### config.mk
export PLATFORM = sky130hd
export DESIGN_NAME = balanced_bin_partitioner
export DESIGN_NICKNAME = d
export VERILOG_FILES = /design/src/sv/bbp_pkg.sv /design/src/sv/balanced_bin_partitioner.sv /design/src/sv/bbp_queue.sv /design/src/sv/bbp_front.sv /design/src/sv/bbp_back.sv
export SDC_FILE = /design/constraint.sdc
export NUM_CORES = 2
export LEC_CHECK = 0
export BUFFER_PORTS_ARGS = -buffer_cell sky130_fd_sc_hd__clkbuf_2
export CORE_MARGIN = 2
export CORE_UTILIZATION = 23
export CTS_BUF_LIST = sky130_fd_sc_hd__clkbuf_4 sky130_fd_sc_hd__clkbuf_8
export DETAILED_ROUTE_END_ITERATION = 8
export PLACE_DENSITY_LB_ADDON = 0.12
export SKIP_CTS_REPAIR_TIMING = 1
export SYNTH_ARGS = -nofsm -noshare
export SYNTH_HDL_FRONTEND = slang
export SYNTH_HIERARCHICAL = 1
export SYNTH_SLANG_ARGS = --single-unit
### constraint.sdc
create_clock -name clk -period 8.8 [get_ports clk]
set_input_delay 0.88 -clock clk [delete_from_list [all_inputs] [get_ports clk]]
set_output_delay 0.88 -clock clk [all_outputs]
set_load 0.05 [all_outputs]
### src/sv/bbp_pkg.sv
// Shared types and constants for the balanced bin partitioner.
// Used by every module of the block; depends on nothing.
package bbp_pkg;

	localparam int MAX_ITEMS = 32;
	localparam int IDX_W     = $clog2(MAX_ITEMS);
	localparam int CNT_W     = IDX_W + 1;
	localparam int WEIGHT_W  = 32;
	localparam int TOTAL_W   = 37;
	localparam int NB_W      = 6;
	localparam int Q_DEPTH   = 4;
	localparam int Q_PTR_W   = 2;
	localparam int Q_CNT_W   = 3;
	localparam int ADDR_W    = 3;
	localparam int DATA_W    = 32;

	// register index, taken from paddr[2]
	localparam logic REG_NUM_BINS = 1'b0;

	typedef struct packed {
		logic [WEIGHT_W-1:0] weight;
		logic                last_item;
	} in_item_t;

	typedef struct packed {
		logic [IDX_W-1:0]   bin_index;
		logic [IDX_W-1:0]   item_index;
		logic [TOTAL_W-1:0] bin_total;
		logic               last_result;
		logic               overflow;
	} result_t;

	// classified item handed from front to back
	typedef struct packed {
		logic [WEIGHT_W-1:0] weight;
		logic [IDX_W-1:0]    slot;
		logic                store;
		logic                last;
		logic [CNT_W-1:0]    count;
		logic [CNT_W-1:0]    bin_cnt;
		logic                dropped;
	} q_entry_t;

	typedef struct packed {
		logic full;
		logic empty;
	} q_stat_t;

	typedef struct packed {
		logic busy;
		logic pop;
	} back_stat_t;

	typedef enum logic [3:0] {
		S_LOAD,
		R_LDI,
		R_CAPI,
		R_SCAN,
		R_WR,
		P_ORD,
		P_WGT,
		P_WCAP,
		P_SRCH,
		P_ADD
	} back_state_t;

endpackage

### src/sv/balanced_bin_partitioner.sv
// Top level of the balanced bin partitioner: config register, front, queue, back.
// Depends on bbp_pkg, bbp_front, bbp_queue, bbp_back.
//
// Weights load one item per cycle while the back end is loading, through a
// four-entry queue into a 32-entry weight store; the item marked last closes
// the job. The back end then ranks the n held items (one stored weight compared
// per cycle over the single read port), pairs smallest with largest round-robin
// while more than 2*bins+1 remain, and places the rest largest first into the
// lowest-numbered least-loaded bin. A greedy item scans the bin totals, one bin
// total scanned per cycle, before it is placed into its bin. Up to four items of
// the next job are taken while a job is worked; then full stays high until
// the back end returns to loading. Results wait in an output register.
module balanced_bin_partitioner (
	input  logic                       clk,
	input  logic                       arst_n,
	input  logic                       push,
	output logic                       full,
	input  bbp_pkg::in_item_t          in_item,
	output logic                       empty,
	input  logic                       pop,
	output bbp_pkg::result_t           result,
	input  logic                       psel,
	input  logic                       penable,
	input  logic                       pwrite,
	input  logic [bbp_pkg::ADDR_W-1:0] paddr,
	input  logic [bbp_pkg::DATA_W-1:0] pwdata,
	output logic [bbp_pkg::DATA_W-1:0] prdata,
	output logic                       pready
);

	logic [bbp_pkg::NB_W-1:0] num_bins_q;
	logic                     q_push;
	bbp_pkg::q_entry_t        q_wr;
	bbp_pkg::q_entry_t        q_rd;
	bbp_pkg::q_stat_t         q_stat;
	bbp_pkg::back_stat_t      b_stat;

	assign pready = 1'b1;
	assign full   = q_stat.full;

	// config register write
	always_ff @(posedge clk or negedge arst_n) begin
		if (!arst_n) begin
			num_bins_q <= '0;
		end else if (psel && penable && pwrite && pready && (paddr[2] == bbp_pkg::REG_NUM_BINS)) begin
			num_bins_q <= pwdata[bbp_pkg::NB_W-1:0];
		end
	end

	// config register read
	always_comb begin
		prdata = '0;
		if (paddr[2] == bbp_pkg::REG_NUM_BINS) begin
			prdata = bbp_pkg::DATA_W'(num_bins_q);
		end
	end

	bbp_front u_front (
		.clk      (clk),
		.arst_n   (arst_n),
		.push     (push),
		.in_item  (in_item),
		.num_bins (num_bins_q),
		.q_stat   (q_stat),
		.q_push   (q_push),
		.q_entry  (q_wr)
	);

	bbp_queue u_queue (
		.clk      (clk),
		.arst_n   (arst_n),
		.push     (q_push),
		.wr_entry (q_wr),
		.pop      (b_stat.pop),
		.rd_entry (q_rd),
		.stat     (q_stat)
	);

	bbp_back u_back (
		.clk     (clk),
		.arst_n  (arst_n),
		.q_entry (q_rd),
		.q_stat  (q_stat),
		.pop     (pop),
		.empty   (empty),
		.result  (result),
		.stat    (b_stat)
	);

	// a non-final result only shows while the back end is still placing
	a_mid_busy: assert property (@(posedge clk) disable iff (!arst_n)
		(!empty && !result.last_result) |-> b_stat.busy)
		else $error("non-final result while back end idle");

	// a waiting result holds still until it is taken
	a_hold: assert property (@(posedge clk) disable iff (!arst_n)
		(!empty && !pop) |=> (!empty && $stable(result)))
		else $error("waiting result changed before it was taken");

	// the back end takes no queued item while placing
	a_no_pop_busy: assert property (@(posedge clk) disable iff (!arst_n)
		b_stat.busy |-> !b_stat.pop)
		else $error("queue popped during placement");

endmodule

### src/sv/bbp_queue.sv
// Short queue of classified items between front and back.
// Depends on bbp_pkg.
module bbp_queue (
	input  logic             clk,
	input  logic             arst_n,
	input  logic             push,
	input  bbp_pkg::q_entry_t wr_entry,
	input  logic             pop,
	output bbp_pkg::q_entry_t rd_entry,
	output bbp_pkg::q_stat_t stat
);

	bbp_pkg::q_entry_t                 mem_q [bbp_pkg::Q_DEPTH];
	logic [bbp_pkg::Q_PTR_W-1:0]       wr_ptr_q;
	logic [bbp_pkg::Q_PTR_W-1:0]       rd_ptr_q;
	logic [bbp_pkg::Q_CNT_W-1:0]       cnt_q;
	logic                              do_push;
	logic                              do_pop;

	assign stat.full  = (cnt_q == bbp_pkg::Q_CNT_W'(bbp_pkg::Q_DEPTH));
	assign stat.empty = (cnt_q == '0);
	assign do_push    = push && !stat.full;
	assign do_pop     = pop && !stat.empty;
	assign rd_entry   = mem_q[rd_ptr_q];

	// storage
	always_ff @(posedge clk) begin
		if (do_push) begin
			mem_q[wr_ptr_q] <= wr_entry;
		end
	end

	// pointers and fill count
	always_ff @(posedge clk or negedge arst_n) begin
		if (!arst_n) begin
			wr_ptr_q <= '0;
			rd_ptr_q <= '0;
			cnt_q    <= '0;
		end else begin
			if (do_push) begin
				wr_ptr_q <= wr_ptr_q + 1'b1;
			end
			if (do_pop) begin
				rd_ptr_q <= rd_ptr_q + 1'b1;
			end
			if (do_push && !do_pop) begin
				cnt_q <= cnt_q + 1'b1;
			end else if (!do_push && do_pop) begin
				cnt_q <= cnt_q - 1'b1;
			end
		end
	end

endmodule

### src/sv/bbp_front.sv
// Front end: accepts items, assigns store slots, flags drops, marks job end.
// Depends on bbp_pkg.
module bbp_front (
	input  logic                     clk,
	input  logic                     arst_n,
	input  logic                     push,
	input  bbp_pkg::in_item_t        in_item,
	input  logic [bbp_pkg::NB_W-1:0] num_bins,
	input  bbp_pkg::q_stat_t         q_stat,
	output logic                     q_push,
	output bbp_pkg::q_entry_t        q_entry
);

	logic [bbp_pkg::CNT_W-1:0] count_q;
	logic                      drop_q;
	logic                      accept;
	logic                      room;
	logic [bbp_pkg::CNT_W-1:0] count_n;
	logic [bbp_pkg::CNT_W-1:0] bin_cnt;

	assign accept = push && !q_stat.full;
	assign room   = (count_q < bbp_pkg::CNT_W'(bbp_pkg::MAX_ITEMS));

	// count including this item
	assign count_n = room ? count_q + 1'b1 : count_q;

	// bin count for the job: zero means one bin per item, clamp to store size
	always_comb begin
		if (num_bins == '0) begin
			bin_cnt = count_n;
		end else if (num_bins > bbp_pkg::NB_W'(bbp_pkg::MAX_ITEMS)) begin
			bin_cnt = bbp_pkg::CNT_W'(bbp_pkg::MAX_ITEMS);
		end else begin
			bin_cnt = bbp_pkg::CNT_W'(num_bins);
		end
	end

	// classified item
	always_comb begin
		q_entry.weight  = in_item.weight;
		q_entry.slot    = count_q[bbp_pkg::IDX_W-1:0];
		q_entry.store   = room;
		q_entry.last    = in_item.last_item;
		q_entry.count   = count_n;
		q_entry.bin_cnt = bin_cnt;
		q_entry.dropped = drop_q || !room;
		q_push          = accept && (room || in_item.last_item);
	end

	// item count and drop flag, cleared at job end
	always_ff @(posedge clk or negedge arst_n) begin
		if (!arst_n) begin
			count_q <= '0;
			drop_q  <= 1'b0;
		end else if (accept) begin
			if (in_item.last_item) begin
				count_q <= '0;
				drop_q  <= 1'b0;
			end else begin
				count_q <= count_n;
				drop_q  <= drop_q || !room;
			end
		end
	end

endmodule

### src/sv/bbp_back.sv
// Back end: stores weights, ranks them, places items into bins, holds result.
// Depends on bbp_pkg.
module bbp_back (
	input  logic                clk,
	input  logic                arst_n,
	input  bbp_pkg::q_entry_t   q_entry,
	input  bbp_pkg::q_stat_t    q_stat,
	input  logic                pop,
	output logic                empty,
	output bbp_pkg::result_t    result,
	output bbp_pkg::back_stat_t stat
);

	localparam int IW = bbp_pkg::IDX_W;
	localparam int CW = bbp_pkg::CNT_W;
	localparam int TW = bbp_pkg::TOTAL_W;
	localparam int WW = bbp_pkg::WEIGHT_W;
	localparam int NI = bbp_pkg::MAX_ITEMS;

	bbp_pkg::back_state_t state_q, state_d;

	// memories
	logic [WW-1:0] weight_mem [NI];
	logic [IW-1:0] order_mem  [NI];
	logic [WW-1:0] weight_rd_q;
	logic [IW-1:0] order_rd_q;
	logic [IW-1:0] weight_raddr;
	logic [IW-1:0] order_raddr;
	logic          weight_we;
	logic [IW-1:0] weight_waddr;
	logic          order_we;

	// bin totals with per-bin valid bits, cleared each job
	logic [TW-1:0] bt_q [NI];
	logic [NI-1:0] bt_vld_q;
	logic [IW-1:0] bt_ridx;
	logic [TW-1:0] bt_rd;

	// job and sequencing registers
	logic [CW-1:0] n_q;
	logic [CW-1:0] bins_q;
	logic          drop_q;
	logic [CW-1:0] i_q;
	logic [CW-1:0] j_q;
	logic [IW-1:0] j_s1;
	logic          cmp_vld_s1;
	logic [IW-1:0] rank_q;
	logic [WW-1:0] wi_q;
	logic [CW-1:0] lo_q;
	logic [CW-1:0] left_q;
	logic [IW-1:0] rr_q;
	logic          half_q;
	logic          pair_q;
	logic [IW-1:0] item_q;
	logic [WW-1:0] w_q;
	logic [IW-1:0] bin_q;
	logic [TW-1:0] best_q;
	logic [IW-1:0] b_q;

	// output register
	logic             out_vld_q;
	bbp_pkg::result_t out_q;

	logic          out_free;
	logic          q_pop;
	logic          pair_now;
	logic [CW-1:0] hi_pos;
	logic [IW-1:0] pos;
	logic          less;
	logic          take;
	logic [TW-1:0] sum;
	logic          emit;
	logic          scan_done;

	assign out_free = !out_vld_q || pop;
	assign empty    = !out_vld_q;
	assign result   = out_q;

	// pair step while more than 2*bins+1 items are left
	assign pair_now = half_q || ({1'b0, left_q} > {bins_q, 1'b1});
	assign hi_pos   = lo_q + left_q - 1'b1;
	assign pos      = (pair_now && !half_q) ? lo_q[IW-1:0] : hi_pos[IW-1:0];

	// stable rank compare: lower weight, or equal weight at lower index
	assign less = (weight_rd_q < wi_q) || ((weight_rd_q == wi_q) && (j_s1 < i_q[IW-1:0]));

	assign bt_ridx = (state_q == bbp_pkg::P_SRCH) ? b_q : bin_q;
	assign bt_rd   = bt_vld_q[bt_ridx] ? bt_q[bt_ridx] : '0;
	assign take    = (b_q == '0) || (bt_rd < best_q);
	assign sum     = bt_rd + TW'(w_q);
	assign scan_done = (j_q == n_q) && !cmp_vld_s1;

	assign stat.busy = (state_q != bbp_pkg::S_LOAD);
	assign stat.pop  = q_pop;

	// next state and memory controls
	always_comb begin
		state_d      = state_q;
		q_pop        = 1'b0;
		weight_we    = 1'b0;
		weight_waddr = q_entry.slot;
		order_we     = 1'b0;
		weight_raddr = i_q[IW-1:0];
		order_raddr  = pos;
		emit         = 1'b0;
		unique case (state_q)
			bbp_pkg::S_LOAD: begin
				if (!q_stat.empty) begin
					q_pop     = 1'b1;
					weight_we = q_entry.store;
					if (q_entry.last && (q_entry.count != '0)) begin
						state_d = bbp_pkg::R_LDI;
					end
				end
			end
			bbp_pkg::R_LDI: begin
				state_d = bbp_pkg::R_CAPI;
			end
			bbp_pkg::R_CAPI: begin
				state_d = bbp_pkg::R_SCAN;
			end
			bbp_pkg::R_SCAN: begin
				weight_raddr = j_q[IW-1:0];
				if (scan_done) begin
					state_d = bbp_pkg::R_WR;
				end
			end
			bbp_pkg::R_WR: begin
				order_we = 1'b1;
				if (i_q == n_q - 1'b1) begin
					state_d = bbp_pkg::P_ORD;
				end else begin
					state_d = bbp_pkg::R_LDI;
				end
			end
			bbp_pkg::P_ORD: begin
				state_d = bbp_pkg::P_WGT;
			end
			bbp_pkg::P_WGT: begin
				weight_raddr = order_rd_q;
				state_d      = bbp_pkg::P_WCAP;
			end
			bbp_pkg::P_WCAP: begin
				state_d = pair_q ? bbp_pkg::P_ADD : bbp_pkg::P_SRCH;
			end
			bbp_pkg::P_SRCH: begin
				if ({1'b0, b_q} == bins_q - 1'b1) begin
					state_d = bbp_pkg::P_ADD;
				end
			end
			bbp_pkg::P_ADD: begin
				if (out_free) begin
					emit = 1'b1;
					if (!pair_q && (left_q == CW'(1))) begin
						state_d = bbp_pkg::S_LOAD;
					end else begin
						state_d = bbp_pkg::P_ORD;
					end
				end
			end
			default: begin
				state_d = bbp_pkg::S_LOAD;
			end
		endcase
	end

	always_ff @(posedge clk or negedge arst_n) begin
		if (!arst_n) begin
			state_q <= bbp_pkg::S_LOAD;
		end else begin
			state_q <= state_d;
		end
	end

	// weight and order stores, registered reads
	always_ff @(posedge clk) begin
		if (weight_we) begin
			weight_mem[weight_waddr] <= q_entry.weight;
		end
		weight_rd_q <= weight_mem[weight_raddr];
	end

	always_ff @(posedge clk) begin
		if (order_we) begin
			order_mem[rank_q] <= i_q[IW-1:0];
		end
		order_rd_q <= order_mem[order_raddr];
	end

	// bin total storage
	always_ff @(posedge clk) begin
		if (emit) begin
			bt_q[bin_q] <= sum;
		end
	end

	// control: job setup, valid bits, output register
	always_ff @(posedge clk or negedge arst_n) begin
		if (!arst_n) begin
			bt_vld_q   <= '0;
			out_vld_q  <= 1'b0;
			cmp_vld_s1 <= 1'b0;
		end else begin
			if (q_pop && q_entry.last) begin
				bt_vld_q <= '0;
			end else if (emit) begin
				bt_vld_q[bin_q] <= 1'b1;
			end
			if (emit) begin
				out_vld_q <= 1'b1;
			end else if (pop) begin
				out_vld_q <= 1'b0;
			end
			cmp_vld_s1 <= (state_q == bbp_pkg::R_SCAN) && (j_q < n_q);
		end
	end

	// datapath registers
	always_ff @(posedge clk) begin
		unique case (state_q)
			bbp_pkg::S_LOAD: begin
				if (q_pop && q_entry.last) begin
					n_q    <= q_entry.count;
					bins_q <= q_entry.bin_cnt;
					drop_q <= q_entry.dropped;
					i_q    <= '0;
					lo_q   <= '0;
					left_q <= q_entry.count;
					rr_q   <= '0;
					half_q <= 1'b0;
				end
			end
			bbp_pkg::R_LDI: begin
				j_q <= '0;
			end
			bbp_pkg::R_CAPI: begin
				wi_q   <= weight_rd_q;
				rank_q <= '0;
			end
			bbp_pkg::R_SCAN: begin
				if (j_q < n_q) begin
					j_q  <= j_q + 1'b1;
					j_s1 <= j_q[IW-1:0];
				end
				if (cmp_vld_s1 && less) begin
					rank_q <= rank_q + 1'b1;
				end
			end
			bbp_pkg::R_WR: begin
				i_q <= i_q + 1'b1;
			end
			bbp_pkg::P_ORD: begin
				pair_q <= pair_now;
			end
			bbp_pkg::P_WGT: begin
				item_q <= order_rd_q;
			end
			bbp_pkg::P_WCAP: begin
				w_q   <= weight_rd_q;
				bin_q <= rr_q;
				b_q   <= '0;
			end
			bbp_pkg::P_SRCH: begin
				if (take) begin
					bin_q  <= b_q;
					best_q <= bt_rd;
				end
				b_q <= b_q + 1'b1;
			end
			bbp_pkg::P_ADD: begin
				if (emit) begin
					out_q.bin_index   <= bin_q;
					out_q.item_index  <= item_q;
					out_q.bin_total   <= sum;
					out_q.last_result <= !pair_q && (left_q == CW'(1));
					out_q.overflow    <= drop_q;
					if (pair_q && !half_q) begin
						half_q <= 1'b1;
					end else if (pair_q) begin
						half_q <= 1'b0;
						lo_q   <= lo_q + 1'b1;
						left_q <= left_q - CW'(2);
						if ({1'b0, rr_q} == bins_q - 1'b1) begin
							rr_q <= '0;
						end else begin
							rr_q <= rr_q + 1'b1;
						end
					end else begin
						left_q <= left_q - 1'b1;
					end
				end
			end
			default: begin
			end
		endcase
	end

endmodule
==> summary.md <==
| Metric | Value |
|---|---|
| Hold WC Path Type | in2reg |
| Worst path cell trace | nor4b_4 > buf_4 > mux2_8 > nor2_1 > a32oi_1 > a21oi_1 > a211oi_2 > o21ai_0 > inv_1 > ha_1 > fa_1 > a211oi_1 > o211ai_1 > nand4_1 > a211oi_1 > a21oi_1 > nor3_1 > o41ai_1 > buf_4 > nor4_1 > buf_4 > xor2_2 > buf_4 |
| Layout Skew | 0.0746 ns |
| Hold Fails Final Rpt | 0 |
| Placed cell count | 15318 |
| #FFs+latches synth | 2889 |
| CP peak stage delay | 0.79 ns |
| Setup TNS | 0 ns |
| Worst r2r dst | u_back/bt_q[28][36] |
| Synth area leaders | edfxtp_1 (71%), nand2_1 (7.7%), nand3_1 (3.1%) |
| M3 GR Usage | 0.0209 |
| PortBufs | 103 |
| GRT overflow | 0 |
| Max-slew violations | 0 |
| Comb pwr share | 0.334 |
| Setup crit end kind | flop |
| Fin crit period | 7.86 ns |
| Main synth FF type | edfxtp_1 |
| Post-Synthesis Cells | 8810 |
| Max-slew headroom at the worst pin | 0.125 |
| Layout Cell Area excl Fill | 138000 um2 |
| Measured slew at the worst slew-check pin | 1.31 ns |
| Die ar. | 517000 um2 |
| Wire per inst | 25.0 um |
| Critical R2R Launch | u_back/state_q[3] |
| Clock Power Share | 0.265 |
| Critical setup path kind | reg2reg |
| Maximum vdd drop | 0.000293 V |
| Post-synthesis cell area | 118000 um2 |
| Max clock buf depth | 4 |
| Residual DRC count | 0 |
| Via count | 73898 |
| Syn_area_per_cell | 13.3 um2 |
| Final HPWL DP | 217 mm |
| Layout area overhead | 17.3% |
| Io pins | 159 |
| Final setup violation count | 0 |
| H-tree depth | 6 |
| Tcrit/Tclk final | 0.893 |
| Hold Path Stages | 3 |
| End of the worst hold path | num_bins_q[4] |
| Most used routing layer | met2 |
| Net Sw Power | 0.0183 W |
| Sequential fraction of the synthesis area | 0.732 |
| EDFF count, synth | 2794 |
| MaxCap Viol Count | 0 |
| Via density | 4.53 |
| Worst path bufs/invs | 5 |
| Core Area | 509000 um2 |
| YS warnings | 6 |
| CTS root buffer | clkbuf_8 |
| Largest net degree at the start of global routing | 137 |
| Critical path arrival | 8.75 ns |
| CTS tree | built |
| CTS buffer count | 542 |
| Cell mode on critical path | buf_4 |
| Total wire length | 408 mm |
| WP data required | 9.69 ns |
| Met2 Use GR | 0.266 |
| Reg2reg path depth | 23 |
| Router iterations before antenna repair | 6 |
| Sw Share | 0.382 |
| Status | complete, no violations |
| Synth cell types | 85 |
| Cell Rows | 262 |
| Post-route ant nets | 0 |
| Filler cells | 52066 |
| Global-route wire length before repair | 568 mm |
| CP max FO | 33 |
| Drt initial violations | 5653 |
| Overall routing resource usage | 0.152 |
| Largest area contributor in the netlist | edfxtp_1 |
| Delay-heaviest family, CP | compound AO/OA/AOI/OAI gates |
| Worst-path clk slew | 0.05 ns |
| Pwr per Cell Area | 348 nW/um2 |
| Final Util | 0.271 |
| Initial antenna violation count | 25 |
| R2R Setup Slk | 0.94 ns |
| Vias in the first global route | 74199 |
| Fraction of registers with async set/reset | 0.0201 |
| Hold_sp | penable |
| Fin nets | 9392 |
| Placed instance area | 127000 um2 |
| Reg power frac | 0.401 |
| P_int | 0.0296 W |
| Crit path max-delay cell type | nor2_1 |
| Die height | 719 um |
| Fmax | 127 MHz |
| Yosys top cell area share | 0.714 |
| Initial Utilization | 0.231 |
| Critical path startpoint category | flop |
| Final Wtd Congestion | 0.751 |
| Count leader, synth | edfxtp_1 |
| Leak Pwr | 47.4 nW |
| Tot Pwr | 0.0479 W |
| RSZ-0062 raised after global routing | no |
| Later-pin clock latency in the skew report | 1.19 ns |
| Die W | 719 um |
| GR Util met1 | 0.196 |
| Share of post-route cells with drive strength above 1 | 0.147 |
| Non-Filler Instances | 16317 |
| TritonCTS Sinks | 2889 |
| Most frequent cells after synthesis | edfxtp_1 (2794), nand2_1 (2416), nand3_1 (732) |
## cells in the final DEF, fill, tap and decap left out, types with 67 or more instances in the layout
master	count
inv_1	122
o21ai_0	83
clkinv_1	111
ha_1	144
clkbuf_4	198
nor2_4	67
a21oi_1	142
a21o_1	69
nand3_1	732
a31oi_1	107
and3_1	234
clkbuf_2	102
edfxtp_1	2794
a311oi_1	386
buf_4	214
nor2_1	227
clkbuf_8	562
nand2_1	2415
## cell type report
| cell class | instances | area (um2) | share of cell area |
|---|---|---|---|
| sequential | 2889 | 86100 | 0.624 |
| multi-input combinational | 5226 | 29400 | 0.214 |
| clock buffer | 760 | 9220 | 0.0669 |
| tap | 6732 | 8420 | 0.0611 |
| timing repair buffer | 387 | 3140 | 0.0228 |
| clock inverter | 188 | 1060 | 0.00770 |
| inverter | 124 | 465 | 0.00338 |
| antenna | 11 | 27.5 | 0.000200 |
## kinds of logic after synthesis
group,share of synthesized area
adder cells (fa/ha/maj),0.0158
XOR/XNOR,0.00706
multiplexers,0.0164
AO/OA/AOI/OAI,0.0599
other,0.0000639
buffers and inverters,0.0271
AND/OR/NAND/NOR,0.141
flip-flops,0.732
## worst max path at each step
stage                            startpoint  depth (start not counted)             endpoint  slack [ns]
after floorplan           u_back/state_q[1]                         24   u_back/bt_q[0][34]        2.21
after global placement    u_back/state_q[3]                         22  u_back/bt_q[12][36]        0.70
after detailed placement  u_back/state_q[3]                         22  u_back/bt_q[13][36]        0.83
after CTS                 u_back/state_q[3]                         23  u_back/bt_q[28][36]        0.79
after global routing      u_back/state_q[3]                         22  u_back/bt_q[29][36]        0.35
final                     u_back/state_q[3]                         23  u_back/bt_q[28][36]        0.94
## sequential cells by signal (all words and copies together), names as in the netlist, 6 cells and up
signal and count:
num_bins_q 6, u_back/best_q 37, u_back/bins_q 6, u_back/bt_q 1184
u_back/bt_vld_q 32, u_back/i_q 6, u_back/j_q 6, u_back/left_q 6
u_back/n_q 6, u_back/order_mem 160, u_back/result 49, u_back/w_q 32
u_back/weight_mem 1024, u_back/weight_rd_q 32, u_back/wi_q 32, u_front/count_q 6
u_queue/mem_q 208
## power groups by stage
stage | Sequential (W) | Clock [W] | Combinational [W]
floorplan | 0.0193 | 0 | 0.00931
global placement | 0.0195 | 0 | 0.0162
detailed placement | 0.0195 | 0 | 0.0163
CTS | 0.0192 | 0.0132 | 0.0164
global route | 0.0193 | 0.0137 | 0.0175
finish | 0.0192 | 0.0127 | 0.0160
## worst min-delay path: cells and delay by family
| family | cells | cell delay [ns] |
|---|---|---|
| buffers and inverters | 1 | 0.10 |
| AND/OR/NAND/NOR | 1 | 0.12 |
| multiplexers | 1 | 0.16 |
## per-stage QoR
stage | hold WS [ns] | setup WS (ns)
2_1_floorplan | 0.400 | 2.21
3_3_place_gp | 0.406 | 0.705
3_5_place_dp | 0.405 | 0.834
4_1_cts | -0.298 | 0.790
5_1_grt | 0.0483 | 0.350
6_report | 0.123 | 0.943
## layer usage
| layer | share of wire | vias to the layer above | wire, um |
|---|---|---|---|
| li1 | - | 33327 | - |
| met1 | 0.44 | 38282 | 178000 |
| met2 | 0.50 | 1692 | 202000 |
| met3 | 0.040 | 589 | 16300 |
| met4 | 0.026 | 8 | 10600 |
| met5 | 0.00014 | - | 57 |
Note: power is estimated with default switching activity, not from simulation.
